<file path="config.mk">
export PLATFORM = sky130hd
export DESIGN_NAME = nrmc_fifo
export DESIGN_NICKNAME = d
export VERILOG_FILES = /design/src/nrmc_pkg.sv /design/src/nrmc_fifo.sv
export SDC_FILE = /design/constraint.sdc
export NUM_CORES = 1
export LEC_CHECK = 0
export BUFFER_PORTS_ARGS = -buffer_cell sky130_fd_sc_hd__buf_4
export CAP_MARGIN = 0
export CORE_MARGIN = 4
export CORE_UTILIZATION = 45
export CTS_CLUSTER_DIAMETER = 150
export DETAILED_ROUTE_END_ITERATION = 16
export GPL_TIMING_DRIVEN = 0
export MAX_ROUTING_LAYER = met4
export PLACE_DENSITY = 0.71
export SYNTH_ARGS = -nofsm -noshare
export SYNTH_HDL_FRONTEND = slang
export SYNTH_SLANG_ARGS = --single-unit
</file>
<file path="constraint.sdc">
create_clock -name i_clk -period 3 [get_ports i_clk]
set_clock_uncertainty 0.2 [all_clocks]
set_input_delay 0.15 -clock i_clk [delete_from_list [all_inputs] [get_ports i_clk]]
set_output_delay 0.15 -clock i_clk [all_outputs]
set_load 0.01 [all_outputs]
</file>
<file path="src/nrmc_pkg.sv">
// Shared types, constants and helper functions for the RMC position parser.
`default_nettype none

package nrmc_pkg;

    // Line buffer limits.
    localparam int unsigned MAX_LINE_BYTES = 256;
    localparam int unsigned LINE_POS_W = $clog2(MAX_LINE_BYTES);
    localparam logic [LINE_POS_W:0] LINE_LAST_COUNT = (LINE_POS_W + 1)'(MAX_LINE_BYTES - 1);

    // Field numbering.
    localparam logic [3:0] FIELD_STOPPED = 4'd15;
    localparam logic [3:0] FIELD_LAST = 4'd7;
    localparam logic [3:0] FIELD_STATUS = 4'd2;
    localparam logic [3:0] FIELD_LAT = 4'd3;
    localparam logic [3:0] FIELD_NS = 4'd4;
    localparam logic [3:0] FIELD_LON = 4'd5;
    localparam logic [3:0] FIELD_EW = 4'd6;
    localparam logic [3:0] FIELD_CHARS_MAX = 4'd15;

    // Number of characters in the degree part of each coordinate.
    localparam logic [3:0] LAT_DEG_CHARS = 4'd2;
    localparam logic [3:0] LON_DEG_CHARS = 4'd3;
    localparam logic [3:0] MIN_CHARS = 4'd7;
    localparam logic [2:0] FRAC_MAX = 3'd7;

    // Characters of interest.
    localparam logic [7:0] CH_NUL = 8'h00;
    localparam logic [7:0] CH_NL = 8'h0A;
    localparam logic [7:0] CH_COMMA = 8'h2C;
    localparam logic [7:0] CH_DOT = 8'h2E;
    localparam logic [7:0] CH_ZERO = 8'h30;
    localparam logic [7:0] CH_NINE = 8'h39;
    localparam logic [7:0] CH_V = 8'h56;
    localparam logic [7:0] CH_N = 8'h4E;
    localparam logic [7:0] CH_E = 8'h45;
    localparam logic [7:0] CH_DOLLAR = 8'h24;
    localparam logic [7:0] CH_G = 8'h47;
    localparam logic [7:0] CH_P = 8'h50;
    localparam logic [7:0] CH_R = 8'h52;
    localparam logic [7:0] CH_M = 8'h4D;
    localparam logic [7:0] CH_C = 8'h43;
    localparam logic [2:0] TAG_LEN = 3'd6;

    // Bits of the pending update mask.
    localparam int unsigned UPD_LAT = 0;
    localparam int unsigned UPD_NS_SEEN = 1;
    localparam int unsigned UPD_NS_NORTH = 2;
    localparam int unsigned UPD_LON = 3;
    localparam int unsigned UPD_EW_SEEN = 4;
    localparam int unsigned UPD_EW_EAST = 5;

    // Conversion constants.
    localparam int unsigned MAG_W = 34;
    localparam int unsigned SUM_W = 44;
    localparam logic [SUM_W-1:0] LAT_LIMIT = SUM_W'(64'd2147483647);
    localparam logic [SUM_W-1:0] LON_LIMIT = SUM_W'(64'd17179869183);
    localparam logic [23:0] SCALE_E7 = 24'd10000000;
    // Exact reciprocals of 60: 24-bit dividend with shift 30, 30-bit with shift 36.
    localparam logic [24:0] RECIP60_MIN = 25'd17895698;
    localparam int unsigned RECIP60_MIN_SH = 30;
    localparam logic [30:0] RECIP60_REM = 31'd1145324613;
    localparam int unsigned RECIP60_REM_SH = 36;
    localparam int unsigned CONV_STAGES = 5;

    // Result status codes.
    typedef enum logic [1:0] {
        ST_UPDATED = 2'd0,
        ST_NOT_RMC = 2'd1,
        ST_VOID    = 2'd2
    } t_status;

    // One finished line as handed from the front to the back.
    typedef struct packed {
        t_status     status;
        logic [5:0]  upd;
        logic [9:0]  lat_deg;
        logic [23:0] lat_min;
        logic [2:0]  lat_frac;
        logic [9:0]  lon_deg;
        logic [23:0] lon_min;
        logic [2:0]  lon_frac;
    } t_line_cmd;

    // Expected character of the sentence tag at each position.
    function automatic logic [7:0] rmc_tag(input logic [2:0] idx);
        logic [7:0] ch;
        case (idx)
            3'd0: ch = CH_DOLLAR;
            3'd1: ch = CH_G;
            3'd2: ch = CH_P;
            3'd3: ch = CH_R;
            3'd4: ch = CH_M;
            3'd5: ch = CH_C;
            default: ch = CH_NUL;
        endcase
        return ch;
    endfunction

    // Scale 10^(7-frac) that brings the minute integer to 1e7 units.
    function automatic logic [23:0] minute_scale(input logic [2:0] frac);
        logic [23:0] k;
        case (frac)
            3'd0: k = 24'd10000000;
            3'd1: k = 24'd1000000;
            3'd2: k = 24'd100000;
            3'd3: k = 24'd10000;
            3'd4: k = 24'd1000;
            3'd5: k = 24'd100;
            3'd6: k = 24'd10;
            default: k = 24'd1;
        endcase
        return k;
    endfunction

endpackage

`default_nettype wire

</file>
<file path="src/nrmc_fifo.sv">
// Four-entry command queue between the character front end and the conversion back end.
`default_nettype none

module nrmc_fifo (
    input  wire                      i_clk,
    input  wire                      i_rst_n,
    input  wire                      i_valid,
    output logic                     o_ready,
    input  nrmc_pkg::t_line_cmd      i_cmd,
    output logic                     o_valid,
    input  wire                      i_ready,
    output nrmc_pkg::t_line_cmd      o_cmd
);
    import nrmc_pkg::*;

    localparam int unsigned DEPTH = 4;
    localparam int unsigned PTR_W = $clog2(DEPTH);

    t_line_cmd          r_mem [DEPTH];
    logic [PTR_W-1:0]   r_wr_ptr;
    logic [PTR_W-1:0]   r_rd_ptr;
    logic [PTR_W:0]     r_count;
    logic               w_push;
    logic               w_pop;

    assign o_ready = (r_count < (PTR_W + 1)'(DEPTH));
    assign o_valid = (r_count != '0);
    assign o_cmd = r_mem[r_rd_ptr];
    assign w_push = i_valid && o_ready;
    assign w_pop = o_valid && i_ready;

    // Entry storage.
    always_ff @(posedge i_clk) begin
        if (w_push) begin
            r_mem[r_wr_ptr] <= i_cmd;
        end
    end

    // Pointers and fill count.
    always_ff @(posedge i_clk) begin
        if (!i_rst_n) begin
            r_wr_ptr <= '0;
            r_rd_ptr <= '0;
            r_count <= '0;
        end else begin
            if (w_push) begin
                r_wr_ptr <= r_wr_ptr + PTR_W'(1);
            end
            if (w_pop) begin
                r_rd_ptr <= r_rd_ptr + PTR_W'(1);
            end
            if (w_push && !w_pop) begin
                r_count <= r_count + (PTR_W + 1)'(1);
            end else if (w_pop && !w_push) begin
                r_count <= r_count - (PTR_W + 1)'(1);
            end
        end
    end

endmodule

`default_nettype wire

</file>
# Word-level counts from Yosys, hierarchy flattened
# Memory sizes are Yosys's and may differ from the RTL's. A register that Yosys moved wholly into a read port is not among the register bits.
# Cells that the tools add are included.
[word_totals] ff_bits=7 latchBits=0 ramBits=328 mem_bits_ro=0 out_inout_bits=84 wordCells=23 memories=1
[mem_list] name="r_mem" words=4 width=82 rd=1 rd_clocked_by_memory_dff=1 write_ports=1 line_no="nrmc_fifo.sv:19" rtl="t_line_cmd r_mem [DEPTH];"
[classes] add_sub_neg=4 n_mul=0 n_div=0 n_lt_le_gt_ge=1 eq_ne=0 shifts=0 mux=6 bitwise=0 reduce_logical=8
[op_table] operator="3-bit two-way mux" n=2
[op_table] operator="2-bit by 1-bit adder with 2-bit output (second input constant)" n=2
[op_table] operator="1-bit logical AND" n=4
[op_table] operator="2-bit two-way mux" n=2
[op_table] operator="3-bit by 1-bit adder with 3-bit output (second input constant)" n=1
[op_table] operator="3-bit < comparator (second input constant)" n=1
[op_table] operator="3-bit nonzero test" n=1
[op_table] operator="3-bit by 1-bit subtractor with 3-bit output (second input constant)" n=1
[op_table] operator="1-bit zero test" n=2
[op_table] operator="1-bit two-way mux" n=2
[op_table] operator="2-bit nonzero test" n=1

# Longest topological paths before layout
# Gate-level depths: netlist of the first run.
[depth] depth_word=6 mapped_depth=8 mapped_depth_nobuf=7

# Worst setup path before layout of the first run
# Ideal clock, no wire load.
[synth_path] path_kind="register to register" startpoint="register r_count[2]" endpoint="memory r_mem[0][0] (netlist bit), enable pin" setup_time_ns=0.450 arrival_time_ns=2.534 required_time_ns=2.350 setup_slack_ns=-0.183 path_stages_with_launch=4 synth_period_minus_slack_ns=3.183 path_cell_list="dfxtp_1 nor2b_1 buf_2 and2_1"
[synth_via] elab_chain_len=4
[synth_lines] item="start: declaration" line_no="nrmc_fifo.sv:22" rtl="logic [PTR_W:0] r_count;"
[synth_lines] item="start signal: assignment" line_no="nrmc_fifo.sv:53" rtl="r_count <= r_count + (PTR_W + 1)'(1);"
[synth_lines] item="start signal: assignment" line_no="nrmc_fifo.sv:55" rtl="r_count <= r_count - (PTR_W + 1)'(1);"
[synth_lines] item="3-bit < comparator" line_no="nrmc_fifo.sv:26" rtl="assign o_ready = (r_count < (PTR_W + 1)'(DEPTH));"
[synth_lines] item="1-bit logical AND" line_no="nrmc_fifo.sv:29" rtl="assign w_push = i_valid && o_ready;"
[synth_lines] item="net w_push" line_no="nrmc_fifo.sv:23" rtl="logic w_push;"
[synth_lines] item="1-bit two-way mux" line_no="nrmc_fifo.sv:34" rtl="if (w_push) begin"
[synth_lines] item="1-bit two-way mux (implied by the code)" line_no="nrmc_fifo.sv:35" rtl="r_mem[r_wr_ptr] <= i_cmd;"
[synth_lines] item="end: declaration" line_no="nrmc_fifo.sv:19"
# The timed path passes the listed nets, and every way through them passes these cells.

==> metrics.yaml, run 1 <==
grt:
  grt_pass1_vias: 6793
  top_usage_layer: "met2"
  grt_max_degree: 45
  grt_usage_pct: 16.0
  use_met2_pct: 27.3
  grt_overflow: 0
  use_met1_pct: 19.9
  use_met3_pct: 2.88
  grt_pass1_wl_um: 36900
  antenna_found_initial: 0
power_and_ir_drop:
  p_switching_mw: 3.32
  p_int_mw: 10.1
  power.leakage_nw: 5.50
  total_power_mw: 13.4
  p_per_area_mw_per_mm2: 833
  power.share.sequential_pct: 43.7
  vdd_drop_max_uv: 620
  combPwrFrac_pct: 26.6
  swShare_pct: 24.7
  pwr-share-clk_pct: 29.6
floorplanning:
  row_count: 60
  ios: 170
  die_w_um: 174
  start_util_pct: 45.8
  die_y_um: 174
  core_area_mm2: 0.0270
  die-area_mm2: 0.0302
synth:
  yosys_warnings: 0
  netlist_instances: 473
  yosys-top-cells-area: "edfxtp_1 (80%), mux4_2 (15%), dfxtp_1 (1.5%)"
  yosysUniqueCellTypes: 21
  netlist_area_mm2: 0.0124
  synth_area_per_cell_um2: 26.2
  yosysSeqAreaShare_pct: 81.0
  synth_top_area_share_pct: 79.5
  synth_seq_cells: 337
  yosysTopAreaCell: "edfxtp_1"
  syn_nets: 565
final_layout:
  regArea_mm2: 0.0100
  fillCellCount: 1888
  layout-drive-gt1-share_pct: 40.4
  fin_util_pct: 59.7
  layoutNonFillerInstCount: 1133
  syn_to_final_growth_pct: 30.2
  layout.nets: 859
  final_area_mm2: 0.0161
  multiInputGateArea_mm2: 0.00213
  antenna_cells: 0
clock_tree:
  hold_buffers: 85
  postCtsSetupBuffers: 0
  cts.sinks: 337
  clk_latency_ps: 490
  cts_buffer_depth: 3
  cts_root_buf: "clkbuf_16"
  htreeDepth: 2
  postCtsResizedCells: 0
  path_clk_slew_ps: 60
  cts_tree: "built"
  cts_made_buffers: 34
timing:
  setup_ws_ps: 360
  rsz0062_at_grt: "false"
  finalMaxSlewViolations: 0
  final_hold_viol_count: 0
  fmax_mhz: 379
  fin_crit_sh_pct: 88.0
  slew_headroom_pct: 55.4
  period_needed_ps: 2640
  worst_pin_slew_ps: 669
  finalSetupViolCount: 0
placement:
  place_ws_ps: 591
  hpwl_um: 14000
  place_area_mm2: 0.0142
  routabilityCongestion: 0.732
  place_inst: 987
  io_buffers: 169
critical_path:
  critical_path_class: "reg -> out"
  endpoint_kind: "output pin"
  crit_required_ps: 2650
  cp-start-kind: "flop"
  worstPathMaxFanout: 10
  cp.arrival_ps: 2290
drt:
  first_iter_violations: 385
  dr.pass1.iters: 4
  wl_per_cell_um: 20.5
  antenna_left: 0
  vias: 5944
  routed_wirelength_um: 23200
  avgViaCountPerCell: 5.25
  drc_errors: 0
status:
  status: "complete, no violations"
job:
  max_cap_violations: 0
hold_path:
  hold_class: "in -> reg"
power by group through the flow:
| stage | logic, mW | clock network [mW] | registers, mW |
|---|---|---|---|
| finish | 3.58 | 3.98 | 5.88 |
| detailed placement | 3.56 | 0 | 5.98 |
| global placement | 3.44 | 0 | 5.96 |
| floorplan | 2.09 | 0 | 5.93 |
| CTS | 3.67 | 4.09 | 5.88 |
| global route | 3.85 | 4.30 | 5.91 |
placed cells by master (no fill, tap or decap), drive strengths merged, types with 2 or more instances in the layout:
master       netlist  layout
bufinv             0       2
mux2i              2       2
dlygate4sd3        0      85
dfxtp              9       9
and2               9       9
inv                4       4
or3                2       2
ha                 5       5
mux4              82      82
xnor2              4       4
nor2b              3       3
buf               18     191
clkbuf             1      47
edfxtp           328     328
clkinv             0      13
per-layer routing:
metal / up-vias / part of all wire [%]
li1: 2614 / -
met1: 3110 / 40
met2: 185 / 52
met3: 35 / 5.4
met4: 0 / 2.1
met5: - / 0
final timing paths:
path / startpoint / end / slack (ps) / depth (start not counted)
setup / recovery: flop / o_cmd[25] / 360 / 4
setup reg to reg: r_count[0] / r_count[2] / 580 / 7
hold / removal: i_valid / r_wr_ptr[1] / 90 / 5
hold reg to reg: r_wr_ptr[1] / r_wr_ptr[1] / 390 / 2
logic make-up after synthesis:
kind of cell | count (synthesis) | synth area share [%]
adder cells (fa/ha/maj) | 6 | 0.667
flip-flops | 337 | 81.0
XOR/XNOR | 5 | 0.354
AND/OR/NAND/NOR | 14 | 0.707
buffers and inverters | 23 | 1.90
multiplexers | 84 | 15.1
AO/OA/AOI/OAI | 4 | 0.273
per-stage QoR:
| stage | hold WS (ps) | TNS, ps |
|---|---|---|
| finish | 86.4 | 0 |
| global route | 97.3 | 0 |
| CTS | 69.0 | 0 |
| detailed placement | 153 | 0 |
| global placement | 148 | -27030 |
| floorplan | 48.9 | 0 |
final cells by class:
| cell class | instances | share of cell area [%] |
|---|---|---|
| clock inverters | 15 | 0.706 |
| well taps | 341 | 2.65 |
| flip-flops and latches | 337 | 62.2 |
| clock buffers | 46 | 5.95 |
| repair buffers | 258 | 13.8 |
| inverters | 4 | 0.0931 |
| plain buffers | 19 | 1.37 |
| multi-input cells | 113 | 13.2 |
state kept, by name, summed over array words and instances (netlist names), named ones only:
signal and flops:
r_wr_ptr 2, r_count 3, r_rd_ptr 2, r_mem 328
synthesized netlist by cell type:
library cell	n
xor2_1	1
inv_1	4
a21boi_0	1
mux4_1	1
mux2i_1	2
buf_6	1
nor2b_1	3
o311ai_1	1
edfxtp_1	328
o31ai_2	1
dfxtp_1	9
fa_1	1
mux4_2	81
or3_1	2
clkbuf_1	1
and2_1	9
buf_2	9
buf_12	8
xnor2_1	4
o21ai_0	1
ha_1	5
critical path, cell delays in order, from the launching register on:
cell	delay, ps
dfxtp_1	300
clkbuf_1	510
buf_2	420
mux4_2	390
buf_4	170
No activity file was read; power rests on OpenSTA's default activity.
==> run 2: changes to the inputs <==
- CAP_MARGIN: 0 -> not set
- PLACE_DENSITY: 0.71 -> not set
- PLACE_DENSITY_LB_ADDON: not set -> 0.25
==> metrics.yaml, run 2 (synthesis results as in run 1) <==
status:
  status: "complete, no violations"
final_layout:
  largest-register: "r_mem"
  antenna_cells: 0  # unchanged
  fin_util_pct: 59.8  # +0.16 points
  final_area_mm2: 0.0162  # +0.27%
  layout-drive-gt1-share_pct: 40.8  # +0.38 points
  layout.nets: 859  # unchanged
  final_cell_mix: "edfxtp_1 (328), buf_4 (169), dlygate4sd3_1 (84)"
  largest_register_ffs: 328  # unchanged
  layout_commonest_cell: "edfxtp_1"
  fillCellCount: 1923  # +1.9%
  top_regs: "r_mem x328, r_count x3"
  syn_to_final_growth_pct: 30.6
critical_path:
  endpoint_kind: "output pin"
  cp-endpoint: "o_cmd[60]"
  worstPathMaxFanout: 10  # unchanged
  r2r_cells: 7  # unchanged
  reg2reg_slack_ps: 570  # about the same
  crit_required_ps: 2650  # about the same
  r2r-start: "r_count[0]"
  r2r_end: "r_count[2]"
  critical_path_class: "reg -> out"
  cp.arrival_ps: 2310  # +20 ps
  cp-start-kind: "flop"
floorplanning:
  die_w_um: 174  # unchanged
  start_util_pct: 45.8  # unchanged
  die_y_um: 174  # unchanged
  die-area_mm2: 0.0302  # unchanged
  core_area_mm2: 0.0270  # unchanged
  row_count: 60  # unchanged
  ios: 170  # unchanged
drt:
  first_iter_violations: 405  # +5.2%
  antenna_left: 0  # unchanged
  wl_per_cell_um: 20.4  # -0.50%
  routed_wirelength_um: 23100  # -0.50%
  avgViaCountPerCell: 5.18  # -1.2%
  vias: 5870  # -1.2%
  drc_errors: 0  # unchanged
  dr.pass1.iters: 4  # unchanged
power_and_ir_drop:
  pwr-share-clk_pct: 30.7  # +1.1 points
  power.leakage_nw: 5.52  # +0.35%
  p_per_area_mw_per_mm2: 842  # +1.1%
  combPwrFrac_pct: 26.2  # -0.4 points
  total_power_mw: 13.6  # +1.3%
  p_int_mw: 10.3  # +1.4%
  vdd_drop_max_uv: 557  # -10%
  p_switching_mw: 3.36  # +1.1%
  swShare_pct: 24.6  # -0.065 points
  power.share.sequential_pct: 43.1  # -0.6 points
clock_tree:
  cts_tree: "built"
  path_clk_slew_ps: 60  # about the same
  cts_made_buffers: 35  # +2.9%
  clk_latency_ps: 490  # about the same
  cts_buffer_depth: 3  # unchanged
  cts_root_buf: "clkbuf_16"
  htreeDepth: 2  # unchanged
  postCtsSetupBuffers: 0  # unchanged
  cts.sinks: 337  # unchanged
placement:
  place_area_mm2: 0.0142  # unchanged
  hpwl_um: 13800  # -1.5%
  io_buffers: 169  # unchanged
  routabilityCongestion: 0.700  # -4.4%
timing:
  finalMaxSlewViolations: 0  # unchanged
  fmax_mhz: 376  # -0.83%
  finalSetupViolCount: 0  # unchanged
  worst_pin_slew_ps: 765  # +95.7 ps
  final_hold_viol_count: 0  # unchanged
  timing.setup.tns_ps: 0  # unchanged
  fin_crit_sh_pct: 88.7  # +0.74 points
  rsz0062_at_grt: "false"
  slew_headroom_pct: 49.0  # -6.4 points
  period_needed_ps: 2660  # +22.1 ps
grt:
  grt_overflow: 0  # unchanged
  grt_max_degree: 49  # +8.9%
  grt_usage_pct: 15.8  # -0.12 points
  grt_pass1_wl_um: 36400  # -1.4%
  grt_pass1_vias: 6517  # -4.1%
  antenna_found_initial: 0  # unchanged
job:
  max_cap_violations: 0  # unchanged
hold_path:
  hold_class: "in -> reg"
  hold_depth: 5  # unchanged
-- run 2: cell types whose count changed in the layout (fill, tap and decap cells not counted), sizes merged --
cell and change:
clkbuf +3, dlygate4sd3 -1, bufinv +1, clkinv -3
-- run 2: per-stage QoR --
step | std cells | setup slack [ps] | hold WS, ps
final | 1133 | 338 | 77.4
after global routing | 1133 | 196 | 73.6
after CTS | 1133 | 235 | 52.2
after detailed placement | 987 | 608 | 154
after global placement | 983 | -101 | 148
after floorplan | 473 | 720 | 48.9
-- run 2: area by class of cell --
type / instances / area (um2) / area share [%]
sequential: 337 / 10000 / 62.0
inverter: 4 / 15.0 / 0.0929
clock inverter: 13 / 136 / 0.844
timing repair buffer: 257 / 2220 / 13.7
buffer: 19 / 220 / 1.36
tap: 341 / 427 / 2.64
clock buffer: 49 / 991 / 6.13
multi-input combinational: 113 / 2130 / 13.2
-- run 2: worst min path at each step --
| stage | start | endpoint | slack (ps) |
|---|---|---|---|
| floorplan | i_cmd[0] | r_mem[0][0] | 50 |
| global placement | i_cmd[49] | r_mem[3][49] | 150 |
| detailed placement | i_cmd[25] | r_mem[3][25] | 150 |
| CTS | i_valid | r_wr_ptr[1] | 50 |
| global route | i_valid | r_wr_ptr[1] | 70 |
| finish | i_valid | r_wr_ptr[1] | 80 |
-- run 2: repair_timing --
item | in CTS | in global routing
endpoints found under the hold margin | 337 | 0
hold buffers | 84 | 0
gates resized for setup | 0 | 0
-- run 2: critical path: stages (launching register included) --
cell	delay, ps
dfxtp_1	300
clkbuf_1	580
buf_2	410
mux4_2	370
buf_4	160
-- run 2: metal layers --
metal	up-vias	part of all wire (%)	track usage [%]
li1	2621	-	-
met1	3027	40	19.5
met2	177	52	26.9
met3	45	5.4	3.45
met4	0	2.1	4.29
met5	-	0	-
-- run 2: power groups by stage --
stage	clock network, mW	registers (mW)	logic (mW)
2_1_floorplan	0	5.93	2.09
3_3_place_gp	0	5.96	3.45
3_5_place_dp	0	5.97	3.57
4_1_cts	4.29	5.87	3.67
5_1_grt	4.50	5.91	3.85
6_report	4.18	5.87	3.57
