[src/nrmc_pkg.sv]
// Shared types, constants and helper functions for the RMC position parser.
`default_nettype none

package nrmc_pkg;

    // Line buffer limits.
    localparam int unsigned MAX_LINE_BYTES = 256;
    localparam int unsigned LINE_POS_W = $clog2(MAX_LINE_BYTES);
    localparam logic [LINE_POS_W:0] LINE_LAST_COUNT = (LINE_POS_W + 1)'(MAX_LINE_BYTES - 1);

    // Field numbering.
    localparam logic [3:0] FIELD_STOPPED = 4'd15;
    localparam logic [3:0] FIELD_LAST = 4'd7;
    localparam logic [3:0] FIELD_STATUS = 4'd2;
    localparam logic [3:0] FIELD_LAT = 4'd3;
    localparam logic [3:0] FIELD_NS = 4'd4;
    localparam logic [3:0] FIELD_LON = 4'd5;
    localparam logic [3:0] FIELD_EW = 4'd6;
    localparam logic [3:0] FIELD_CHARS_MAX = 4'd15;

    // Number of characters in the degree part of each coordinate.
    localparam logic [3:0] LAT_DEG_CHARS = 4'd2;
    localparam logic [3:0] LON_DEG_CHARS = 4'd3;
    localparam logic [3:0] MIN_CHARS = 4'd7;
    localparam logic [2:0] FRAC_MAX = 3'd7;

    // Characters of interest.
    localparam logic [7:0] CH_NUL = 8'h00;
    localparam logic [7:0] CH_NL = 8'h0A;
    localparam logic [7:0] CH_COMMA = 8'h2C;
    localparam logic [7:0] CH_DOT = 8'h2E;
    localparam logic [7:0] CH_ZERO = 8'h30;
    localparam logic [7:0] CH_NINE = 8'h39;
    localparam logic [7:0] CH_V = 8'h56;
    localparam logic [7:0] CH_N = 8'h4E;
    localparam logic [7:0] CH_E = 8'h45;
    localparam logic [7:0] CH_DOLLAR = 8'h24;
    localparam logic [7:0] CH_G = 8'h47;
    localparam logic [7:0] CH_P = 8'h50;
    localparam logic [7:0] CH_R = 8'h52;
    localparam logic [7:0] CH_M = 8'h4D;
    localparam logic [7:0] CH_C = 8'h43;
    localparam logic [2:0] TAG_LEN = 3'd6;

    // Bits of the pending update mask.
    localparam int unsigned UPD_LAT = 0;
    localparam int unsigned UPD_NS_SEEN = 1;
    localparam int unsigned UPD_NS_NORTH = 2;
    localparam int unsigned UPD_LON = 3;
    localparam int unsigned UPD_EW_SEEN = 4;
    localparam int unsigned UPD_EW_EAST = 5;

    // Conversion constants.
    localparam int unsigned MAG_W = 34;
    localparam int unsigned SUM_W = 44;
    localparam logic [SUM_W-1:0] LAT_LIMIT = SUM_W'(64'd2147483647);
    localparam logic [SUM_W-1:0] LON_LIMIT = SUM_W'(64'd17179869183);
    localparam logic [23:0] SCALE_E7 = 24'd10000000;
    // Exact reciprocals of 60: 24-bit dividend with shift 30, 30-bit with shift 36.
    localparam logic [24:0] RECIP60_MIN = 25'd17895698;
    localparam int unsigned RECIP60_MIN_SH = 30;
    localparam logic [30:0] RECIP60_REM = 31'd1145324613;
    localparam int unsigned RECIP60_REM_SH = 36;
    localparam int unsigned CONV_STAGES = 5;

    // Result status codes.
    typedef enum logic [1:0] {
        ST_UPDATED = 2'd0,
        ST_NOT_RMC = 2'd1,
        ST_VOID    = 2'd2
    } t_status;

    // One finished line as handed from the front to the back.
    typedef struct packed {
        t_status     status;
        logic [5:0]  upd;
        logic [9:0]  lat_deg;
        logic [23:0] lat_min;
        logic [2:0]  lat_frac;
        logic [9:0]  lon_deg;
        logic [23:0] lon_min;
        logic [2:0]  lon_frac;
    } t_line_cmd;

    // Expected character of the sentence tag at each position.
    function automatic logic [7:0] rmc_tag(input logic [2:0] idx);
        logic [7:0] ch;
        case (idx)
            3'd0: ch = CH_DOLLAR;
            3'd1: ch = CH_G;
            3'd2: ch = CH_P;
            3'd3: ch = CH_R;
            3'd4: ch = CH_M;
            3'd5: ch = CH_C;
            default: ch = CH_NUL;
        endcase
        return ch;
    endfunction

    // Scale 10^(7-frac) that brings the minute integer to 1e7 units.
    function automatic logic [23:0] minute_scale(input logic [2:0] frac);
        logic [23:0] k;
        case (frac)
            3'd0: k = 24'd10000000;
            3'd1: k = 24'd1000000;
            3'd2: k = 24'd100000;
            3'd3: k = 24'd10000;
            3'd4: k = 24'd1000;
            3'd5: k = 24'd100;
            3'd6: k = 24'd10;
            default: k = 24'd1;
        endcase
        return k;
    endfunction

endpackage

`default_nettype wire

[src/nrmc_front.sv]
// Character front end: tracks the sentence and field state and emits one command per line.
`default_nettype none

module nrmc_front (
    input  wire                      i_clk,
    input  wire                      i_rst_n,
    input  wire                      i_valid,
    output logic                     o_ready,
    input  wire  [7:0]               i_data,
    output logic                     o_cmd_valid,
    input  wire                      i_cmd_ready,
    output nrmc_pkg::t_line_cmd      o_cmd
);
    import nrmc_pkg::*;

    logic [LINE_POS_W-1:0] r_pos, n_pos;
    logic                  r_prefix, n_prefix;
    logic [3:0]            r_fnum, n_fnum;
    logic                  r_inside, n_inside;
    logic [3:0]            r_fcc, n_fcc;
    logic                  r_void, n_void;
    logic [9:0]            r_deg, n_deg;
    logic [23:0]           r_min, n_min;
    logic [2:0]            r_frac, n_frac;
    logic                  r_point, n_point;
    logic                  r_stopd, n_stopd;
    logic [9:0]            r_lat_deg, n_lat_deg;
    logic [23:0]           r_lat_min, n_lat_min;
    logic [2:0]            r_lat_frac, n_lat_frac;
    logic [9:0]            r_lon_deg, n_lon_deg;
    logic [23:0]           r_lon_min, n_lon_min;
    logic [2:0]            r_lon_frac, n_lon_frac;
    logic [5:0]            r_upd, n_upd;

    logic                  w_take;
    logic                  w_line_end;

    assign o_ready = i_cmd_ready;
    assign w_take = i_valid && i_cmd_ready;
    assign o_cmd_valid = i_valid && w_line_end;

    // Per-character state update, field close and line close.
    always_comb begin
        logic [3:0]        v_p;
        logic [3:0]        v_deg_chars;
        logic              v_digit;
        logic [3:0]        v_dig;
        logic              v_close;
        logic              v_stop;
        logic [LINE_POS_W:0] v_count;

        n_pos = r_pos;
        n_prefix = r_prefix;
        n_fnum = r_fnum;
        n_inside = r_inside;
        n_fcc = r_fcc;
        n_void = r_void;
        n_deg = r_deg;
        n_min = r_min;
        n_frac = r_frac;
        n_point = r_point;
        n_stopd = r_stopd;
        n_lat_deg = r_lat_deg;
        n_lat_min = r_lat_min;
        n_lat_frac = r_lat_frac;
        n_lon_deg = r_lon_deg;
        n_lon_min = r_lon_min;
        n_lon_frac = r_lon_frac;
        n_upd = r_upd;

        v_p = 4'd0;
        v_deg_chars = (r_fnum == FIELD_LAT) ? LAT_DEG_CHARS : LON_DEG_CHARS;
        v_digit = (i_data >= CH_ZERO) && (i_data <= CH_NINE);
        v_dig = 4'(i_data - CH_ZERO);
        v_close = 1'b0;
        v_stop = 1'b0;
        v_count = (LINE_POS_W + 1)'(r_pos) + (LINE_POS_W + 1)'(1);
        w_line_end = (i_data == CH_NL) || (v_count >= LINE_LAST_COUNT);

        if (r_fnum != FIELD_STOPPED) begin
            if ((r_pos < (LINE_POS_W)'(TAG_LEN)) && (i_data != rmc_tag(r_pos[2:0]))) begin
                n_prefix = 1'b0;
            end
            if (i_data == CH_NUL) begin
                v_close = r_inside;
                v_stop = 1'b1;
                n_inside = 1'b0;
            end else if (i_data == CH_COMMA) begin
                v_close = r_inside;
            end else begin
                // A new field starts with fresh number accumulators.
                if (!r_inside) begin
                    n_inside = 1'b1;
                    n_fcc = 4'd0;
                    n_deg = 10'd0;
                    n_min = 24'd0;
                    n_frac = 3'd0;
                    n_point = 1'b0;
                    n_stopd = 1'b0;
                end
                v_p = n_fcc;
                if ((r_fnum == FIELD_STATUS) && (v_p == 4'd0) && (i_data == CH_V)) begin
                    n_void = 1'b1;
                end else if ((r_fnum == FIELD_LAT) || (r_fnum == FIELD_LON)) begin
                    // Degree part, then up to seven minute characters.
                    if (v_p < v_deg_chars) begin
                        if (!n_stopd) begin
                            if (v_digit) begin
                                n_deg = 10'(14'(n_deg) * 14'd10 + 14'(v_dig));
                            end else begin
                                n_stopd = 1'b1;
                            end
                        end
                    end else if (v_p < v_deg_chars + MIN_CHARS) begin
                        if (v_p == v_deg_chars) begin
                            n_point = 1'b0;
                            n_stopd = 1'b0;
                        end
                        if (!n_stopd) begin
                            if (v_digit) begin
                                n_min = 24'(28'(n_min) * 28'd10 + 28'(v_dig));
                                if (n_point && (n_frac < FRAC_MAX)) begin
                                    n_frac = n_frac + 3'd1;
                                end
                            end else if ((i_data == CH_DOT) && !n_point) begin
                                n_point = 1'b1;
                            end else begin
                                n_stopd = 1'b1;
                            end
                        end
                    end
                end else if ((r_fnum == FIELD_NS) && (v_p == 4'd0)) begin
                    n_upd[UPD_NS_SEEN] = 1'b1;
                    if (i_data == CH_N) begin
                        n_upd[UPD_NS_NORTH] = 1'b1;
                    end
                end else if ((r_fnum == FIELD_EW) && (v_p == 4'd0)) begin
                    n_upd[UPD_EW_SEEN] = 1'b1;
                    if (i_data == CH_E) begin
                        n_upd[UPD_EW_EAST] = 1'b1;
                    end
                end
                if (v_p < FIELD_CHARS_MAX) begin
                    n_fcc = v_p + 4'd1;
                end
            end
            // The line end closes a field still open.
            if (w_line_end && n_inside) begin
                v_close = 1'b1;
            end
        end

        // Field close: latch the raw coordinate and advance the field number.
        if (v_close) begin
            if (r_fnum == FIELD_LAT) begin
                n_lat_deg = n_deg;
                n_lat_min = n_min;
                n_lat_frac = n_frac;
                n_upd[UPD_LAT] = 1'b1;
            end else if (r_fnum == FIELD_LON) begin
                n_lon_deg = n_deg;
                n_lon_min = n_min;
                n_lon_frac = n_frac;
                n_upd[UPD_LON] = 1'b1;
            end
            if (r_fnum < FIELD_LAST) begin
                n_fnum = r_fnum + 4'd1;
            end
            n_inside = 1'b0;
        end
        if (v_stop) begin
            n_fnum = FIELD_STOPPED;
        end

        n_pos = v_count[LINE_POS_W-1:0];

        // Line command built from the state after this character.
        if (!n_prefix) begin
            o_cmd.status = ST_NOT_RMC;
        end else if (n_void) begin
            o_cmd.status = ST_VOID;
        end else begin
            o_cmd.status = ST_UPDATED;
        end
        o_cmd.upd = n_upd;
        o_cmd.lat_deg = n_lat_deg;
        o_cmd.lat_min = n_lat_min;
        o_cmd.lat_frac = n_lat_frac;
        o_cmd.lon_deg = n_lon_deg;
        o_cmd.lon_min = n_lon_min;
        o_cmd.lon_frac = n_lon_frac;

        // A finished line starts the next one from scratch.
        if (w_line_end) begin
            n_pos = '0;
            n_prefix = 1'b1;
            n_fnum = 4'd0;
            n_inside = 1'b0;
            n_fcc = 4'd0;
            n_void = 1'b0;
            n_deg = 10'd0;
            n_min = 24'd0;
            n_frac = 3'd0;
            n_point = 1'b0;
            n_stopd = 1'b0;
            n_lat_deg = 10'd0;
            n_lat_min = 24'd0;
            n_lat_frac = 3'd0;
            n_lon_deg = 10'd0;
            n_lon_min = 24'd0;
            n_lon_frac = 3'd0;
            n_upd = 6'd0;
        end
    end

    // Line state registers, advanced on each accepted beat.
    always_ff @(posedge i_clk) begin
        if (!i_rst_n) begin
            r_pos <= '0;
            r_prefix <= 1'b1;
            r_fnum <= 4'd0;
            r_inside <= 1'b0;
            r_fcc <= 4'd0;
            r_void <= 1'b0;
            r_deg <= 10'd0;
            r_min <= 24'd0;
            r_frac <= 3'd0;
            r_point <= 1'b0;
            r_stopd <= 1'b0;
            r_lat_deg <= 10'd0;
            r_lat_min <= 24'd0;
            r_lat_frac <= 3'd0;
            r_lon_deg <= 10'd0;
            r_lon_min <= 24'd0;
            r_lon_frac <= 3'd0;
            r_upd <= 6'd0;
        end else if (w_take) begin
            r_pos <= n_pos;
            r_prefix <= n_prefix;
            r_fnum <= n_fnum;
            r_inside <= n_inside;
            r_fcc <= n_fcc;
            r_void <= n_void;
            r_deg <= n_deg;
            r_min <= n_min;
            r_frac <= n_frac;
            r_point <= n_point;
            r_stopd <= n_stopd;
            r_lat_deg <= n_lat_deg;
            r_lat_min <= n_lat_min;
            r_lat_frac <= n_lat_frac;
            r_lon_deg <= n_lon_deg;
            r_lon_min <= n_lon_min;
            r_lon_frac <= n_lon_frac;
            r_upd <= n_upd;
        end
    end

endmodule

`default_nettype wire

[config.mk]
export PLATFORM = sky130hd
export DESIGN_NAME = nrmc_front
export DESIGN_NICKNAME = d
export VERILOG_FILES = /design/src/nrmc_pkg.sv /design/src/nrmc_front.sv
export SDC_FILE = /design/constraint.sdc
export NUM_CORES = 1
export LEC_CHECK = 0
export ABC_AREA = 1
export ABC_CLOCK_PERIOD_IN_PS = 5600
export BUFFER_PORTS_ARGS = -buffer_cell sky130_fd_sc_hd__buf_2
export CELL_PAD_IN_SITES_DETAIL_PLACEMENT = 0
export CELL_PAD_IN_SITES_GLOBAL_PLACEMENT = 1
export CORE_ASPECT_RATIO = 0.8
export CORE_MARGIN = 2
export CORE_UTILIZATION = 43
export CTS_CLUSTER_SIZE = 8
export DETAILED_ROUTE_END_ITERATION = 16
export HOLD_SLACK_MARGIN = 0.06
export PLACE_DENSITY_LB_ADDON = 0.1
export SETUP_SLACK_MARGIN = 0.5
export SLEW_MARGIN = 10
export SYNTH_ARGS = -nofsm -noshare
export SYNTH_HDL_FRONTEND = slang
export SYNTH_SLANG_ARGS = --single-unit
[constraint.sdc]
create_clock -name i_clk -period 5.6 [get_ports i_clk]
set_clock_uncertainty 0.15 [all_clocks]
set_input_delay 1.68 -clock i_clk [delete_from_list [all_inputs] [get_ports i_clk]]
set_output_delay 1.68 -clock i_clk [all_outputs]
set_load 0.01 [all_outputs]
Yosys cells after proc, flatten, opt, wreduce, memory -nomap -nowiden
Index checks and enable logic that the tools add are counted.
{"block": "op_classes", "addsub": 8, "multipliers": 2, "magnitude_cmp": 9, "eq_ne": 21, "mux": 168, "reduce_logical": 24}
{"op": "2-to-1 mux 24 bit", "n": 21}
{"op": "2-to-1 mux 10 bit", "n": 20}
{"op": "2-to-1 mux 1 bit", "n": 73}
{"op": "2-to-1 mux 3 bit", "n": 22}
{"op": "2-to-1 mux 4 bit", "n": 13}
{"op": "one-hot mux 7 bit (6 select lines)", "n": 1}
{"op": "2-to-1 mux 2 bit", "n": 15}
{"op": "adder 24 x 4 -> 24 bit", "n": 1}
{"op": "equality test 8 x 7 -> 1 bit (second input constant)", "n": 3}
{"op": "multiplier 24 x 3 -> 23 bit (second input constant)", "n": 1}
{"op": "equality test 8 x 6 -> 1 bit (second input constant)", "n": 2}
{"op": "2-to-1 mux 8 bit", "n": 2}
{"op": "equality test 4 x 3 -> 1 bit (second input constant)", "n": 3}
{"op": "logical AND 1 bit", "n": 11}
{"op": "adder 10 x 4 -> 10 bit", "n": 1}
{"op": "multiplier 10 x 3 -> 9 bit (second input constant)", "n": 1}
{"op": "adder 8 x 1 -> 9 bit (second input constant)", "n": 1}
{"op": "greater-or-equal comparator 9 x 8 -> 1 bit (second input constant)", "n": 1}
{"op": "nonzero test 3 bit", "n": 3}
{"op": "adder 4 x 1 -> 4 bit (second input constant)", "n": 2}
{"op": "equality test 4 x 2 -> 1 bit (second input constant)", "n": 2}
{"op": "equality test 8 x 4 -> 1 bit (second input constant)", "n": 1}
{"op": "greater-or-equal comparator 8 x 6 -> 1 bit (second input constant)", "n": 1}
{"op": "<= comparator 8 x 6 -> 1 bit (second input constant)", "n": 1}
{"op": "other kinds (26)", "n": 30}
{"block": "totals", "reg_bits": 138, "wordCells": 250}

Longest topological paths before layout
Gate-level depths: netlist of run 1.
{"block": "logic_depth", "ltp_word": 28, "depth_mapped": 31, "ltp_nobuf": 28}

Worst setup path before layout of run 1
OpenSTA, ideal clock, no wires.
{"block": "synth_path", "path_kind": "in2out", "startpoint": "in i_data[2]", "endpoint": "out o_cmd[61] (netlist bit)", "arrival_ns": 3.499, "path_slack_ns": 0.271, "path_stages": 23, "path_cell_list": "inv_2 > nand2_1 > nand2_1 > inv_1 > ha_1 > inv_1 > nand2_1 > nand2_1 > nand2_1 > nand3_1 > nor2_4 > nand3_2 > nor2_4 > nand2_2 > nor2_2 > nand2_1 > nor2_1 > nand2_1 > nand3_1 > nand2_1 > nand2_1 > nand3_1 > and2_1"}
{"item": "start: declaration", "line_no": "nrmc_front.sv:9", "text": "input wire [7:0] i_data,"}
{"item": "end: declaration", "line_no": "nrmc_front.sv:12", "text": "output nrmc_pkg::t_line_cmd o_cmd"}

Worst setup path after layout of run 1
{"block": "layout_path", "startpoint": "in i_data[2]", "endpoint": "reg r_lat_min[21]"}
{"block": "layout_between", "elab_chain_len": 14, "elab_cells_between_ends": 31, "cone_classes": "2 x add/sub; 2 x order compare; 3 x eq/ne; 19 x mux; 5 x reduce/logical"}
{"item": "subtractor 4 x 1 -> 4 bit, or another cell as far along", "line_no": "nrmc_front.sv:74", "text": "v_dig = 4'(i_data - CH_ZERO);"}
{"item": "adder 24 x 4 -> 24 bit / logical AND 1 bit (equally long branches)", "line_no": "nrmc_front.sv:121, nrmc_front.sv:73"}
{"item": "2-to-1 mux 24 bit", "line_no": "nrmc_front.sv:120", "text": "if (v_digit) begin"}
{"item": "2-to-1 mux 24 bit", "line_no": "nrmc_front.sv:119", "text": "if (!n_stopd) begin"}
{"item": "2-to-1 mux 24 bit", "line_no": "nrmc_front.sv:114", "text": "end else if (v_p < v_deg_chars + MIN_CHARS) begin"}
{"item": "2-to-1 mux 24 bit", "line_no": "nrmc_front.sv:106", "text": "if (v_p < v_deg_chars) begin"}
{"item": "2-to-1 mux 24 bit", "line_no": "nrmc_front.sv:104", "text": "end else if ((r_fnum == FIELD_LAT) || (r_fnum == FIELD_LON)) begin"}
{"item": "2-to-1 mux 24 bit", "line_no": "nrmc_front.sv:102", "text": "if ((r_fnum == FIELD_STATUS) && (v_p == 4'd0) && (i_data == CH_V)) begin"}
{"item": "2-to-1 mux 24 bit", "line_no": "nrmc_front.sv:88", "text": "end else if (i_data == CH_COMMA) begin"}
{"item": "2-to-1 mux 24 bit", "line_no": "nrmc_front.sv:84", "text": "if (i_data == CH_NUL) begin"}
{"item": "2-to-1 mux 24 bit", "line_no": "nrmc_front.sv:80", "text": "if (r_fnum != FIELD_STOPPED) begin"}
{"item": "2-to-1 mux 24 bit", "line_no": "nrmc_front.sv:155", "text": "if (r_fnum == FIELD_LAT) begin"}
{"item": "2-to-1 mux 24 bit", "line_no": "nrmc_front.sv:154", "text": "if (v_close) begin"}
{"item": "2-to-1 mux 24 bit *", "line_no": "nrmc_front.sv:194", "text": "if (w_line_end) begin"}
{"item": "end signal: assignment", "line_no": "nrmc_front.sv:250", "text": "r_lat_min <= n_lat_min;"}
{"item": "end: declaration", "line_no": "nrmc_front.sv:28", "text": "logic [23:0] r_lat_min, n_lat_min;"}
Mark *: on every way between the ends. The rest lies on a longest branch, timed or not. The select of a mux whose other input is x is not followed.
A chain may end at the register's enable or synchronous reset.

==> results.sh, run 1 <==
export IMPL_critPathCaptureType="flip-flop"
export IMPL_synth_area_sq_um=11000
export IMPL_required_ps=5760
export IMPL_p_leak_nw=7.74
export IMPL_path_common_cell="buf_4"
export IMPL_drc=0
export IMPL_synth_fp_nets=1874
export IMPL_min_delay_path_depth=2
export IMPL_synth_adder_area_share_pct=7.24
export IMPL_nFillCells=2010
export IMPL_io_pins=96
export IMPL_num_antenna_cells=0
export IMPL_syn_inst=1800
export IMPL_netlist_cell_type_count=61
export IMPL_synth_top_area_share_pct=25.1
export IMPL_die_area_sq_um=26900
export IMPL_die_w_microns=183
export IMPL_r2r_cells=42
export IMPL_cts_buffers=17
export IMPL_cts_root_buffer="clkbuf_16"
export IMPL_core_sq_um=25200
export IMPL_multi_input_area_sq_um=8940
export IMPL_antenna_found_initial=0
export IMPL_grt_usage_pct=31.3
export IMPL_violations="setup timing"
export IMPL_hp_class="reg2reg"
export IMPL_yosysWarnings=0
export IMPL_syn_avg_cell_area_sq_um=6.13
export IMPL_ant_nets=0
export IMPL_synth_yosys_seq_area_share_pct=25.1
export IMPL_vias=13700
export IMPL_drive_above_1_share_pct=39.3
export IMPL_status="complete, but fails checks"
export IMPL_grt_max_degree=109
export IMPL_fp_dieH_microns=147
export IMPL_tightest_slew_ps=920
export IMPL_max_freq_mhz=174
export IMPL_critPathMaxFanout=3
export IMPL_grt_pass1_wl_microns=66500
export IMPL_vias_per_cell=5.52
export IMPL_yosys_area_share_simple_pct=37.2
export IMPL_grt_overflow=0
export IMPL_ctsHtreeMaxLevel=4
export IMPL_clk_pin_slew_ps=60
export IMPL_power_internal_mw=1.84
export IMPL_synth_xor_area_share_pct=1.99
export IMPL_dpl_hpwl_microns=26400
export IMPL_path_buf_inv=22
export IMPL_hold_buffers=0
export IMPL_finalWorstSetupSlack_ps=-147
export IMPL_rsz0062_at_grt="true"
export IMPL_worstPathArrival_ps=5910
export IMPL_row_count=52
export IMPL_power_mw=2.46
export IMPL_place_gp_congestion=0.933
export IMPL_pwr_share_seq_pct=40.1
export IMPL_period_share_pct=103
export IMPL_first_global_vias=12500
export IMPL_wl_microns=45500
export IMPL_path_class="in2reg"
export IMPL_power_density_nw_per_um2=140
export IMPL_synth_top_family_by_area="simple AND/OR/NAND/NOR gates"
export IMPL_power_switching_mw=0.619
export IMPL_cts_tree="built"
export IMPL_slew_headroom_pct=38.6
export IMPL_synth_compound_area_share_pct=18.6
export IMPL_nets=2213
export IMPL_muxShareOfSynthArea_pct=0
export IMPL_drt_first_pass_iters=5
export IMPL_io_buffers=95
export IMPL_whs_ps=310
export IMPL_area_delta_synth_final_pct=59.4
export IMPL_p_sw_share_pct=25.2
export IMPL_worstSetupStartpointType="input pin"
export IMPL_max_stage_delay_ps=170
export IMPL_initial_core_util_pct=43.7
export IMPL_setup_viol=73
export IMPL_crit_path_top_delay_cell="nor2_4"
export IMPL_pwr_share_comb_pct=7.2
export IMPL_hold_viol_final=0
export IMPL_crit_cells=43
export IMPL_seq_area_sq_um=2770
export IMPL_yosys_area_top_type="dfxtp_1"
export IMPL_ys_top_cells_by_area="dfxtp_1, nand2_1, a21oi_1, ha_1, inv_1"
export IMPL_cap_violations=0
export IMPL_final_area_sq_um=17600
export IMPL_cts_sinks=138
export IMPL_synthFlopType="dfxtp_1"
export IMPL_synthArstFlopShare_pct=0
export IMPL_yosysMostFrequentCell="nand2_1"
export IMPL_power_share_clock_pct=52.7
export IMPL_cp_top_family="buffers and inverters"
export IMPL_placedInstanceArea_sq_um=12600
export IMPL_insertion_delay_ps=450
export IMPL_period_minus_slack_ps=5750
export IMPL_cts_path_max_buffers=2
export IMPL_synth_edff_count=0
export IMPL_peakVddDrop_mv=0.220
export IMPL_setup_tns_ps=-4770
export IMPL_drt_iter0_drc=1244
export IMPL_finalMaxSlewViolations=0
export IMPL_synth_common_cells="nand2_1, a21oi_1, inv_1"
export IMPL_synth_seq_cells=138
export IMPL_wl_per_cell_microns=18.4
power groups by stage:
stage,Clock (mW),Sequential (mW),Combinational [mW]
2_1_floorplan,0,1.01,0.0795
3_3_place_gp,0,1.01,0.133
3_5_place_dp,0,1.01,0.133
4_1_cts,1.30,0.987,0.156
5_1_grt,1.34,0.987,0.188
6_report,1.30,0.987,0.178
cells in the final DEF (no fill, tap or decap), types with 43 or more instances in the layout:
cell type  Yosys  layout
nand2_4        3      53
o21ai_0       54      44
inv_1        182     163
buf_4          5     222
buf_6          3      98
nand2_2       12      92
ha_1          59      43
nor2_1       111      72
nand3_1      101      65
nand2_1      621     490
dfxtp_1      138     137
a21oi_1      184     166
final timing paths:
path,startpoint,endpoint,slack [ps]
worst min-delay path,r_lat_min[15],r_lat_min[15],310
worst min register to register,r_lat_min[15],r_lat_min[15],310
worst max register to register,r_inside,r_lat_min[22],-100
worst max-delay path,i_data[2],r_lat_min[21],-150
area by class of cell:
cell class | count | share of cell area [%]
Tap cell | 324 | 2.31
Clock inverter | 14 | 1.24
Timing Repair Buffer | 391 | 22.7
Sequential cell | 138 | 15.7
Clock buffer | 18 | 2.44
Inverter | 204 | 4.67
Multi-Input combinational cell | 1387 | 50.9
state kept, by name, summed over array words and instances, names as in the netlist, 4 cells and up:
name       flops
r_upd          6
r_lat_min     24
r_deg         10
r_lon_deg     10
r_fnum         4
r_min         24
r_lon_min     24
r_lat_deg     10
r_pos          8
r_fcc          4
cell families after synthesis:
group                    after synthesis
AO/OA/AOI/OAI                        348
XOR/XNOR                              25
adder cells (fa/ha/maj)               62
buffers and inverters                275
flip-flops                           138
AND/OR/NAND/NOR                      952
repair_timing:
action,CTS,global route
setup endpoints to repair,79,89
pin swaps,99,92
resized for setup,351,226
gates cloned,18,5
setup buffers,128,42
per-stage QoR:
stage / instances / utilization [%] / setup slack [ps]
after floorplan: 1800 / - / 300
after global placement: 2251 / 50.1 / -170
after detailed placement: 2251 / 50.1 / -203
after CTS: 2429 / 63.7 / -86.5
after global routing: 2476 / 69.6 / -378
final: 2476 / 69.6 / -147
layer usage:
metal,share of wire [%],routed length [microns],global-route usage [%]
met1,43,19400,42.1
met2,48,21800,51.7
met3,6.2,2840,4.66
met4,3.3,1480,9.80
met5,0,0,0
worst min-delay path, stage by stage, from the launching register on:
cell     delay (ps)
dfxtp_1         310
nand2_1          60
a21oi_1          50
Note: power is estimated with default switching activity, not from simulation.
==> run 2: changes to the inputs <==
Settings changed: ABC_CLOCK_PERIOD_IN_PS 5600 to 6400, CTS_CLUSTER_DIAMETER set to 150.
Clock period 5.6 ns to 6.4 ns, I/O delays scaled along.
==> run 2 against run 1 <==
The run now ends clean. Sequential power down 12%. Sequential cell count stayed put. Cell area is 11% lower. Clock power fell by 15%. Global-route usage down 2.9 points. Utilization fell by 7.7 points. Sequential share of layout area up 2.0 points. Clock-buffer cell count is 1 higher. Critical path type is now in2out. Critical endpoint is now o_cmd[57].
==> results.sh, run 2 (synthesized netlist as in run 1, its figures left out) <==
export IMPL_wl_per_cell_microns=17.1
export IMPL_antenna_found_initial=0
export IMPL_top_regs="r_lat_min: 24 flops, r_lon_min: 24 flops, r_min: 24 flops"
export IMPL_critPathMaxFanout=3
export IMPL_rsz0062_at_grt="true"
export IMPL_wl_met2_microns=19200
export IMPL_required_ps=4330
export IMPL_wl_microns=40000
export IMPL_dp_cells=2197
export IMPL_cp_top_family="simple AND/OR/NAND/NOR gates"
export IMPL_area_delta_synth_final_pct=41.6
export IMPL_grt_pass1_wl_microns=61000
export IMPL_critPathCaptureType="output port"
export IMPL_row_count=52
export IMPL_num_antenna_cells=0
export IMPL_hp_class="reg2reg"
export IMPL_vias=12500
export IMPL_fp_dieH_microns=147
export IMPL_slew_headroom_pct=27.6
export IMPL_drt_iter0_drc=890
export IMPL_io_pins=96
export IMPL_cts_sinks=138
export IMPL_first_global_vias=11500
export IMPL_layout_common_cells="nand2_1, a21oi_1, inv_1, dfxtp_1, buf_4"
export IMPL_nFillCells=2350
export IMPL_cts_path_max_buffers=2
export IMPL_tightest_slew_ps=1090
export IMPL_drc=0
export IMPL_hold_viol_final=0
export IMPL_drt_first_pass_iters=4
export IMPL_vias_per_cell=5.35
export IMPL_die_area_sq_um=26900
export IMPL_final_cells=2341
export IMPL_initial_core_util_pct=43.7
export IMPL_hold_buffers=0
export IMPL_max_freq_mhz=161
export IMPL_path_buf_inv=4
export IMPL_core_sq_um=25200
export IMPL_period_minus_slack_ps=6220
export IMPL_utilization_pct=61.9
export IMPL_cts_tree="built"
export IMPL_highest_layer="met4"
export IMPL_dpl_hpwl_microns=26000
export IMPL_io_buffers=95
export IMPL_cap_violations=0
export IMPL_max_stage_delay_ps=160
export IMPL_grt_usage_pct=28.4
export IMPL_cts_buffers=17
export IMPL_crit_path_top_delay_cell="nor2_4"
export IMPL_cts_root_buffer="clkbuf_16"
export IMPL_clk_pin_slew_ps=60
export IMPL_setup_viol=0
export IMPL_drive_above_1_share_pct=30.9
export IMPL_p_leak_nw=7.02
export IMPL_status="completed"
export IMPL_path_class="in2out"
export IMPL_grt_overflow=0
export IMPL_finalMaxSlewViolations=0
export IMPL_worstPathArrival_ps=4150
export IMPL_period_share_pct=97.3
export IMPL_ctsHtreeMaxLevel=4
export IMPL_ant_nets=0
export IMPL_nets=2080
export IMPL_met1Wirelength_microns=18400
export IMPL_worstSetupStartpointType="input pin"
export IMPL_place_gp_congestion=0.893
export IMPL_peakVddDrop_mv=0.192
export IMPL_wl_met3_microns=1980
export IMPL_grt_max_degree=99
export IMPL_power_density_nw_per_um2=135
export IMPL_insertion_delay_ps=430
export IMPL_final_common_cell="nand2_1"
export IMPL_die_w_microns=183
## run 2: changes by cell type in the layout (fill, tap and decap cells not counted), sizes merged
cell,before,now
inv,206,205
buf,385,246
clkdlybuf4s15,1,0
clkinvlp,0,1
clkbuf,23,28
bufbuf,0,3
clkinv,7,4
## run 2: per-layer routing
layer / vias to the layer above / track usage, %
met2: 303 / 48.7
met3: 32 / 4.16
li1: 6256 / -
met1: 5922 / 38.6
met4: 0 / 4.48
met5: - / 0
## run 2: final cells by class
| class | instances | area [sq um] | share of cell area (%) |
|---|---|---|---|
| sequential | 138 | 2770 | 17.7 |
| inverter | 204 | 801 | 5.13 |
| tap | 324 | 405 | 2.60 |
| clock inverter | 11 | 194 | 1.24 |
| timing repair buffer | 258 | 2620 | 16.8 |
| clock buffer | 19 | 443 | 2.84 |
| multi-input combinational | 1387 | 8390 | 53.7 |
## run 2: through the flow
stage	setup WS [ps]	area, sq um	power [mW]	TNS (ps)	hold WS, ps
finish	176	15600	2.11	0	310
global route	27.6	15600	2.16	0	326
CTS	177	14100	2.11	0	310
detailed placement	-9.91	12100	0.990	-18.2	301
global placement	56.7	12100	0.990	0	296
floorplan	591	11000	0.951	0	288
## run 2: worst paths after layout
check | slack (ps) | to | from | depth (start not counted)
worst min register to register | 310 | r_lon_min[21] | r_lon_min[21] | 2
worst max register to register | 430 | r_lon_min[17] | r_inside | 45
worst max-delay path | 180 | o_cmd[57] | i_data[2] | 25
worst min-delay path | 310 | r_lon_min[21] | r_lon_min[21] | 2
## run 2: worst register-to-register path: cells and delay by family, from the launching register on
kind / cells / cell delay [ps]
flip-flops: 1 / 430
buffers and inverters: 23 / 2670
AND/OR/NAND/NOR: 20 / 2150
AO/OA/AOI/OAI: 1 / 60
adder cells (fa/ha/maj): 1 / 370
## run 2: timing repair
action / CTS / global route
resized for setup: 169 / 267
gates cloned: 6 / 9
pin swaps: 68 / 98
setup endpoints to repair: 75 / 77
buffers inserted: 65 / 34
## run 2: power breakdown
group | total (mW) | leakage (nW) | internal (mW) | switching, mW
registers | 0.865 | 1.11 | 0.861 | 0.00350
clock network | 1.11 | 0.310 | 0.700 | 0.415
logic | 0.130 | 5.60 | 0.0381 | 0.0917
==> run 3: changes to the inputs <==
Settings changed: ABC_CLOCK_PERIOD_IN_PS 6400 to 6500, CAP_MARGIN set to 20, GPL_ROUTABILITY_DRIVEN set to 1.
Clock period 6.4 ns to 6.5 ns, I/O delays scaled along.
==> run 3 against run 2 <==
Combinational power increased by 6%. Hold slack about the same. Critical path depth decreased by 6. Power decreased by 3.7%. Utilization increased by 6.9 points.
==> results.sh, run 3 (synthesized netlist as in run 1, its figures left out) <==
export IMPL_status="completed"
export IMPL_setup_viol=0
export IMPL_layout_common_cells="nand2_1, a21oi_1, inv_1, buf_4, buf_6"
export IMPL_required_ps=4400
export IMPL_fp_dieH_microns=147
export IMPL_r2r_cells=43
export IMPL_antenna_found_initial=0
export IMPL_power_density_nw_per_um2=117
export IMPL_cts_path_max_buffers=2
export IMPL_die_area_sq_um=26900
export IMPL_io_buffers=95
export IMPL_vias_per_cell=5.56
export IMPL_area_delta_synth_final_pct=57.4
export IMPL_setup_tns_ps=0
export IMPL_crit_start="i_data[7]"
export IMPL_placedInstanceArea_sq_um=12000
export IMPL_drt_iter0_drc=1366
export IMPL_finalMaxSlewViolations=0
export IMPL_row_count=52
export IMPL_clk_pin_slew_ps=60
export IMPL_die_w_microns=183
export IMPL_wl_microns=47200
export IMPL_cts_root_buffer="clkbuf_16"
export IMPL_worstPathArrival_ps=4200
export IMPL_io_pins=96
export IMPL_dpl_hpwl_microns=26000
export IMPL_nets=2213
export IMPL_top_regs="r_lat_min: 24 flops, r_lon_min: 24 flops, r_min: 24 flops"
export IMPL_slew_headroom_pct=24.7
export IMPL_peakVddDrop_mv=0.174
export IMPL_critPathCaptureType="output port"
export IMPL_p_leak_nw=7.99
export IMPL_r2r_end="r_lon_deg[9]"
export IMPL_whs_ps=310
export IMPL_core_sq_um=25200
export IMPL_cts_tree="built"
export IMPL_grt_pass1_wl_microns=65900
export IMPL_utilization_pct=68.8
export IMPL_worstSetupStartpointType="input pin"
export IMPL_final_area_sq_um=17400
export IMPL_cp_endpoint="o_cmd[51]"
export IMPL_grt_overflow=0
export IMPL_initial_core_util_pct=43.7
export IMPL_tightest_slew_ps=1130
export IMPL_hold_viol_final=0
export IMPL_grt_usage_pct=31.2
export IMPL_max_freq_mhz=159
export IMPL_cts_buffers=17
export IMPL_ctsHtreeMaxLevel=4
export IMPL_finalWorstSetupSlack_ps=203
export IMPL_cts_sinks=138
export IMPL_insertion_delay_ps=450
export IMPL_hp_class="reg2reg"
export IMPL_grt_max_degree=99
export IMPL_path_class="in2out"
export IMPL_place_gp_congestion=0.908
export IMPL_reg2reg_slack_ps=360
export IMPL_drive_above_1_share_pct=36.6
export IMPL_drt_first_pass_iters=6
export IMPL_first_global_vias=12200
export IMPL_num_antenna_cells=0
export IMPL_final_common_cell="nand2_1"
export IMPL_ant_nets=0
export IMPL_period_share_pct=96.9
export IMPL_vias=13800
export IMPL_critPathMaxFanout=5
export IMPL_worstReg2RegStart="r_inside"
export IMPL_period_minus_slack_ps=6300
export IMPL_cap_violations=0
export IMPL_rsz0062_at_grt="true"
export IMPL_drc=0
export IMPL_pre_cts_slack_ps=37.1
export IMPL_wl_per_cell_microns=19.1
[run 3: what timing repair did]
item / CTS / global route
pin swaps: 85 / 139
endpoints found under the setup margin: 75 / 80
hold buffers: 0 / 0
gates resized for setup: 290 / 344
setup buffers: 151 / 84
gates cloned: 17 / 1
[run 3: how the worst min path moves through the flow]
stage / from / endpoint / slack, ps / cells after the start
3_5_place_dp: r_upd[5] / r_upd[5] / 300 / 2
2_1_floorplan: r_upd[5] / r_upd[5] / 290 / 2
5_1_grt: r_upd[5] / r_upd[5] / 330 / 2
3_3_place_gp: r_lon_min[14] / r_lon_min[14] / 300 / 2
4_1_cts: r_upd[5] / r_upd[5] / 310 / 2
6_report: r_upd[4] / r_upd[4] / 310 / 2
[run 3: metrics by stage]
| step | instances | total power, mW |
|---|---|---|
| after floorplan | 1800 | 0.936 |
| after global placement | 2191 | 0.975 |
| after detailed placement | 2191 | 0.974 |
| after CTS | 2391 | 2.01 |
| after global routing | 2476 | 2.07 |
| final | 2476 | 2.03 |
[run 3: area by class of cell]
cell class | instances | area, sq um
flip-flops and latches | 138 | 2770
well taps | 324 | 405
inverters | 204 | 837
clock buffers | 21 | 450
clock inverters | 11 | 146
multi-input cells | 1387 | 8670
repair buffers | 391 | 4080
fillers | 2004 | 7890
[run 3: worst max-delay path, stage by stage]
cell	delay (ps)
buf_8	100
nor2_4	100
inv_2	60
nor3_4	180
inv_2	80
nor4_4	180
a21oi_2	80
nor2_1	110
nor2_1	70
nand2_2	120
buf_6	120
nor2_4	50
buf_6	130
buf_12	130
buf_6	120
buf_8	130
buf_16	150
o21a_1	180
buf_2	140
[run 3: routing by layer]
layer | vias to the layer above | wire [microns] | global-route usage [%]
met5 | - | 0 | 0
met4 | 0 | 2040 | 12.0
met3 | 167 | 3350 | 5.68
met2 | 652 | 21900 | 49.7
met1 | 6424 | 19900 | 41.9
li1 | 6518 | - | -
[run 3: report_power, final]
group          leakage [nW]  switching, mW  internal (mW)
Clock                 0.287          0.429          0.613
Sequential             1.11        0.00328          0.848
Combinational          6.59         0.0955         0.0420
Total                  7.99          0.528           1.50
